**config.mk**
```make
export PLATFORM = sky130hd
export DESIGN_NAME = atj_cell
export DESIGN_NICKNAME = d
export VERILOG_FILES = /design/src/rtl/atj_pkg.sv /design/src/rtl/atj_cell.sv
export SDC_FILE = /design/constraint.sdc
export NUM_CORES = 1
export LEC_CHECK = 0
export CAP_MARGIN = 30
export CORE_MARGIN = 4
export CORE_UTILIZATION = 59
export CTS_CLUSTER_DIAMETER = 150
export CTS_CLUSTER_SIZE = 25
export DETAILED_ROUTE_END_ITERATION = 10
export DONT_BUFFER_PORTS = 1
export PLACE_DENSITY = 0.78
export SLEW_MARGIN = 20
export SYNTH_ARGS = -nofsm -noshare
export SYNTH_HDL_FRONTEND = slang
export SYNTH_SLANG_ARGS = --single-unit
```
**constraint.sdc**
```tcl
create_clock -name clk -period 3.36 [get_ports clk]
set_input_delay 1.008 -clock clk [delete_from_list [all_inputs] [get_ports clk]]
set_output_delay 1.008 -clock clk [all_outputs]
set_load 0.01 [all_outputs]
```
**src/rtl/atj_pkg.sv**
```systemverilog
// ----------------------------------------------------------------------------
// atj_pkg: shared types and constants of the tilt-to-joystick core.
// Holds the CORDIC word widths, the arctangent table and the cell payload.
// ----------------------------------------------------------------------------
package atj_pkg;

  localparam int TblLen         = 24;
  localparam int CordicStepsDef = 16;
  localparam int Frac           = 16;
  // Magnitude stays below 2^12 * 1.65 * 2^16, so 32 bits of x/y are plenty.
  localparam int Cw             = 32;
  localparam int Zw             = 24;
  localparam logic [29:0] InvGainQ30 = 30'd652032874;
  localparam logic [10:0] ThreshReset = 11'd2023;

  // Arctangent of 2^-i in degrees, Q16, rounded to nearest.
  function automatic logic [Zw-1:0] atan_deg(input logic [4:0] i);
    logic [Zw-1:0] v;
    case (i)
      5'd0:  v = 24'd2949120;
      5'd1:  v = 24'd1740967;
      5'd2:  v = 24'd919879;
      5'd3:  v = 24'd466945;
      5'd4:  v = 24'd234379;
      5'd5:  v = 24'd117304;
      5'd6:  v = 24'd58666;
      5'd7:  v = 24'd29335;
      5'd8:  v = 24'd14668;
      5'd9:  v = 24'd7334;
      5'd10: v = 24'd3667;
      5'd11: v = 24'd1833;
      5'd12: v = 24'd917;
      5'd13: v = 24'd458;
      5'd14: v = 24'd229;
      5'd15: v = 24'd115;
      5'd16: v = 24'd57;
      5'd17: v = 24'd29;
      5'd18: v = 24'd14;
      5'd19: v = 24'd7;
      5'd20: v = 24'd4;
      5'd21: v = 24'd2;
      5'd22: v = 24'd1;
      default: v = '0;
    endcase
    return v;
  endfunction

  // Side information that rides along the cell chain with each sample.
  typedef struct packed {
    logic              ax_zero;
    logic              ax_neg;
    logic              button;
    logic [11:0]       ax_abs;
  } atj_side_t;

  // Data handed from one cell to the next.
  typedef struct packed {
    logic signed [Cw-1:0] x;
    logic signed [Cw-1:0] y;
    logic signed [Zw-1:0] z;
    atj_side_t            side;
  } atj_cell_t;

endpackage

```
**src/rtl/atj_cell.sv**
```systemverilog
// ----------------------------------------------------------------------------
// atj_cell: one CORDIC iteration stage of the vectoring chain.
// MODE_DEG=0 steers by y>=0 (magnitude); MODE_DEG=1 steers by sign of y and
// accumulates the angle, doing nothing when y is zero.
// ----------------------------------------------------------------------------
module atj_cell #(
  parameter int STEP     = 0,
  parameter bit MODE_DEG = 1'b0
) (
  input  logic               clk,
  input  logic               rst_n,
  input  logic               en,
  input  logic               vld_in,
  input  atj_pkg::atj_cell_t d_in,
  output logic               vld_out,
  output atj_pkg::atj_cell_t d_out
);
  import atj_pkg::*;

  logic               vld_r;
  atj_cell_t          d_r;
  atj_cell_t          d_nxt;
  logic signed [Cw-1:0] dx;
  logic signed [Cw-1:0] dy;

  // One rotation step.
  always_comb begin
    dx    = d_in.y >>> STEP;
    dy    = d_in.x >>> STEP;
    d_nxt = d_in;
    if (!MODE_DEG) begin
      if (!d_in.y[Cw-1]) begin
        d_nxt.x = d_in.x + dx;
        d_nxt.y = d_in.y - dy;
      end else begin
        d_nxt.x = d_in.x - dx;
        d_nxt.y = d_in.y + dy;
      end
    end else begin
      if (!d_in.y[Cw-1] && (d_in.y != '0)) begin
        d_nxt.x = d_in.x + dx;
        d_nxt.y = d_in.y - dy;
        d_nxt.z = d_in.z + $signed(atan_deg(5'(STEP)));
      end else if (d_in.y[Cw-1]) begin
        d_nxt.x = d_in.x - dx;
        d_nxt.y = d_in.y + dy;
        d_nxt.z = d_in.z - $signed(atan_deg(5'(STEP)));
      end
    end
  end

  // Stage register, held while the output is stalled.
  always_ff @(posedge clk) begin
    if (!rst_n) begin
      vld_r <= 1'b0;
    end else if (en) begin
      vld_r <= vld_in;
    end
    if (en) begin
      d_r <= d_nxt;
    end
  end

  assign vld_out = vld_r;
  assign d_out   = d_r;

endmodule

```
==> results by stage <==
Routing:
- The average wire length per cell after detail routing is ~22 microns.
- Dividing the detail-routed via count by the number of cells gives between 6 and 7.
- The routed design has approximately 27000 microns of wire.
- The count of antenna-violating nets left after detailed routing is 0.
- Before antenna repair, the detailed router went through 5 iterations.
- The total via count after detailed routing is 7698.
- The DRC violation count after routing is 0.
- After the first detailed-routing iteration, the DRC count stood at 1005.

Logic synthesis:
- After synthesis, the share of flip-flops with an asynchronous set or reset is 0%.
- A synthesized cell averages ~9 sq um.
- The count of synthesis-stage warnings from yosys is 0.
- The gate count after technology mapping is around 950.
- The number of synthesized register bits is about 100.
- The count of flip-flops with a built-in enable after synthesis is between 100 and 150.
- The number of nets in the synthesized netlist is roughly 1.2k.
- After synthesis, the netlist uses between 70 and 80 different library cells.
- The post-synth design cell area is between 8000 and 9000 sq um.
- In the synthesized netlist the dominant register cell turns out to be edfxtp_1.
- Sequential cells were found to cover a little over a third of the synthesized design area.

Setup path:
- STA classifies the critical path startpoint as an input pin.
- At the worst endpoint, the required time is around 3.5 ns.
- The worst setup path is of the in -> reg kind.
- The worst setup path startpoint is d_in[41].
- STA classifies the critical path endpoint as a flip-flop.
- At the worst endpoint, the arrival time is between 3 and 4 ns.
- The maximum fanout along the worst path is 8.
- The beginning of the worst register-to-register path is vld_out.

Pwr:
- The static leakage is approximately 0.0044 uW.
- IR analysis of the VDD net gives a maximum drop of 303 uV.
- The total power per unit cell area is ~420 nW/um^2.

GRT:
- After global routing the overflow that remains totals 0.
- The peak-usage layer in the global routing report is met2.
- The largest net degree at the start of global routing is between 100 and 150.
- The met2 layer usage reported by global route is 50.2%.
- The global-route wire length before repair is ~40000 microns.
- The number of global-route vias before repair is ~7.3k.
- The initial antenna violation count was 1.
- The global-route track usage on met1 is roughly two fifths.
- Global routing used a little under a third of the available tracks.
- The global-route track usage on met3 is under 10%.

Placed design:
- Detailed placement ended at an HPWL of around 21000 microns.
- The setup slack after placement is -0.395 ns.
- The final weighted congestion in routability-driven placement is around 0.97.
- The count of buffers inserted at the top-level ports is 0.

Status:
- The flow ran to the end, and the final reports show no timing, DRC or antenna violations.

Cells and area:
- Summing all multi-input logic gate instances after layout gives approximately 5300 sq um.
- After filler insertion, the fill cell instance count of the layout stands at ~1.1k.
- Once layout is complete, the utilization of the core stands at a little over two thirds.
- For this run, the post-layout net count is ~1.3k.
- Cells with a size suffix above 1 make up between 10% and 20% of the layout.
- The area taken by flip-flops and latches is about 3100 sq um.
- The growth of design area from synthesis to finish is 16.1%.

STA:
- The number of endpoints failing setup at the final stage is 0.
- The peak clock frequency supported by timing is 303 MHz.
- The tightest slew margin relative to the limit is between 50 and 60%.
- The worst setup slack after layout is between 0.05 and 0.06 ns.
- On the final layout, the worst clock skew is 0 ns.
- Of the available clock period, the critical path in the final layout requires between 90 and 100%.
- At the pin with the least slew margin, the transition time is ~0.63 ns.
- The final hold violation count came to 0.
- Setup repair after global routing could not meet its margin everywhere.
- The worst path needs ~3.3 ns of the cycle, external delays included.
- The max-slew violation count is 0.

Clocking:
- The clock passes through at most 2 buffers.
- After clock tree synthesis, the clock-pin slew on the worst setup and hold paths is ~0.07 ns.
- The tree built by TritonCTS fans out to slightly above 100 sinks.
- CTS built an H-tree with a depth of 3.
- The count of hold-fix buffers inserted at cts is 0.
- The TritonCTS clock tree is built.
- At the later pin of the worst-skew pair, clock insertion delay measures 0.36 ns.
- TritonCTS created 9 clock buffers.
- The clock tree root driver cell is clkbuf_16.

Die:
- The floorplan row count is 44.
- The die span in x is between 100 and 150 microns.
- The initial utilization of the core area, before any placement, comes to about three fifths.
- The die area is 16900 sq um.
- From bottom edge to top edge, the die measures between 100 and 150 microns.
- roughly 210 I/O pins were placed.
- The floorplan step defined a core boundary enclosing approximately 15000 sq um.

Min path:
- The source of the worst hold timing path is vld_out.
- The tightest min-delay check is of the reg -> reg type.

Run:
- The count of maximum capacitance violations is 0.
## critical path, stage by stage
cell,delay [ns]
inv_1,0.03
ha_1,0.39
buf_4,0.19
nor2b_4,0.12
o21ai_2,0.09
a31oi_2,0.30
a21boi_2,0.15
a221oi_4,0.29
o21bai_4,0.14
a221o_1,0.35
mux2i_1,0.19
xnor2_1,0.15
## final cells by class
| cell class | count | share of cell area [%] |
|---|---|---|
| sequential | 103 | 30.2 |
| clock buffer | 10 | 2.34 |
| multi-input combinational | 710 | 51.9 |
| inverter | 95 | 3.52 |
| timing repair buffer | 121 | 8.91 |
| clock inverter | 6 | 0.748 |
| tap | 184 | 2.26 |
| antenna | 3 | 0.0736 |
## cells in the final DEF, fill, tap and decap left out, types with 6 or more instances in the layout
cell	instances
buf_4	121
edfxtp_1	102
ha_1	97
a21oi_1	94
inv_1	90
nand2_1	73
nor2_1	62
o21ai_0	51
xnor2_1	42
a21o_1	28
o21bai_1	24
nor3_1	18
xor2_1	16
mux2i_1	14
nand3_1	12
nand2b_1	12
nor2b_1	11
a211oi_1	10
clkbuf_16	9
a31oi_1	8
o31ai_1	8
o21a_1	7
o21ai_2	6
and3_1	6
o211ai_1	6
o22ai_1	6
## worst paths after layout
| check | to | slack, ns | cells after the start |
|---|---|---|---|
| hold reg to reg | vld_out | 0.67 | 2 |
| hold / removal | vld_out | 0.67 | 2 |
| setup reg to reg | vld_out | 2.62 | 2 |
| setup / recovery | d_out[95] | 0.05 | 12 |
## timing repair
action                     in CTS  in global routing
setup buffers                   1                  1
setup endpoints to repair       3                 17
pin swaps                       1                 13
resized for setup               2                 25
gates cloned                    0                  0
## flip-flops by register name (all words and copies together), names as in the netlist
signal / cells
d_out: 102
vld_out: 1
## per-stage QoR
stage | hold slack [ns] | instances | TNS [ns] | instance area [sq um] | power, uW
2_1_floorplan | 0.538 | 954 | -0.00496 | 8840 | 2630
3_3_place_gp | 0.565 | 1211 | -5.06 | 9730 | 3070
3_5_place_dp | 0.654 | 1211 | -5.75 | 9730 | 3090
4_1_cts | 0.676 | 1228 | 0 | 10100 | 4210
5_1_grt | 0.708 | 1232 | -0.0701 | 10200 | 4450
6_report | 0.672 | 1232 | 0 | 10200 | 4270
## power by group
| part | switching (uW) | leakage, uW | total [uW] | internal, uW |
|---|---|---|---|---|
| logic | 735 | 0.00328 | 1310 | 575 |
| registers | 175 | 0.00101 | 1830 | 1650 |
| clock network | 522 | 0.000149 | 1130 | 610 |
## cells by family (layout without fill, tap and decap cells)
group	Yosys count	in the layout	share of synthesized area, %
AOI/OAI and AO/OA	306	306	23.1
xor gates and xnor gates	58	58	5.79
adders and majority gates	106	106	15.4
buffers and inverters	141	232	6.73
DFF	103	103	35.1
muxes	14	14	1.60
other	0	3	0
and+or+nand+nor	226	226	12.3
## per-layer routing
metal | wire length (microns) | part of all wire [%] | vias to the layer above
met1 | 10400 | 39 | 3560
met2 | 12700 | 47 | 499
li1 | - | - | 3563
met5 | 0 | 0 | -
met3 | 2640 | 9.8 | 76
met4 | 1090 | 4.1 | 0
## synth_stat cells, types with 3 or more instances
library cell | instances | area, sq um
ha_1 | 103 | 1290
edfxtp_1 | 102 | 3060
a21oi_1 | 98 | 490
inv_1 | 93 | 349
nand2_1 | 73 | 274
nor2_1 | 62 | 233
o21ai_0 | 52 | 260
xnor2_1 | 42 | 368
a21o_1 | 28 | 210
o21bai_1 | 25 | 188
clkbuf_1 | 24 | 90.1
nor3_1 | 18 | 90.1
xor2_1 | 16 | 140
mux2i_1 | 14 | 140
nor2b_1 | 13 | 81.3
nand2b_1 | 12 | 75.1
nand3_1 | 12 | 60.1
buf_2 | 11 | 55.1
o31ai_1 | 11 | 82.6
a211oi_1 | 10 | 75.1
a31oi_1 | 10 | 62.6
o21a_1 | 7 | 52.6
o21ai_1 | 7 | 35.0
a2111oi_0 | 6 | 52.6
and3_1 | 6 | 37.5
o211ai_1 | 6 | 45.0
o22ai_1 | 6 | 37.5
nand4_1 | 5 | 31.3
buf_1 | 4 | 15.0
buf_6 | 4 | 45.0
a211oi_2 | 3 | 37.5
a221o_1 | 3 | 30.0
and2_1 | 3 | 18.8
and2_2 | 3 | 22.5
fa_1 | 3 | 60.1
(Power assumes the default switching activity.)
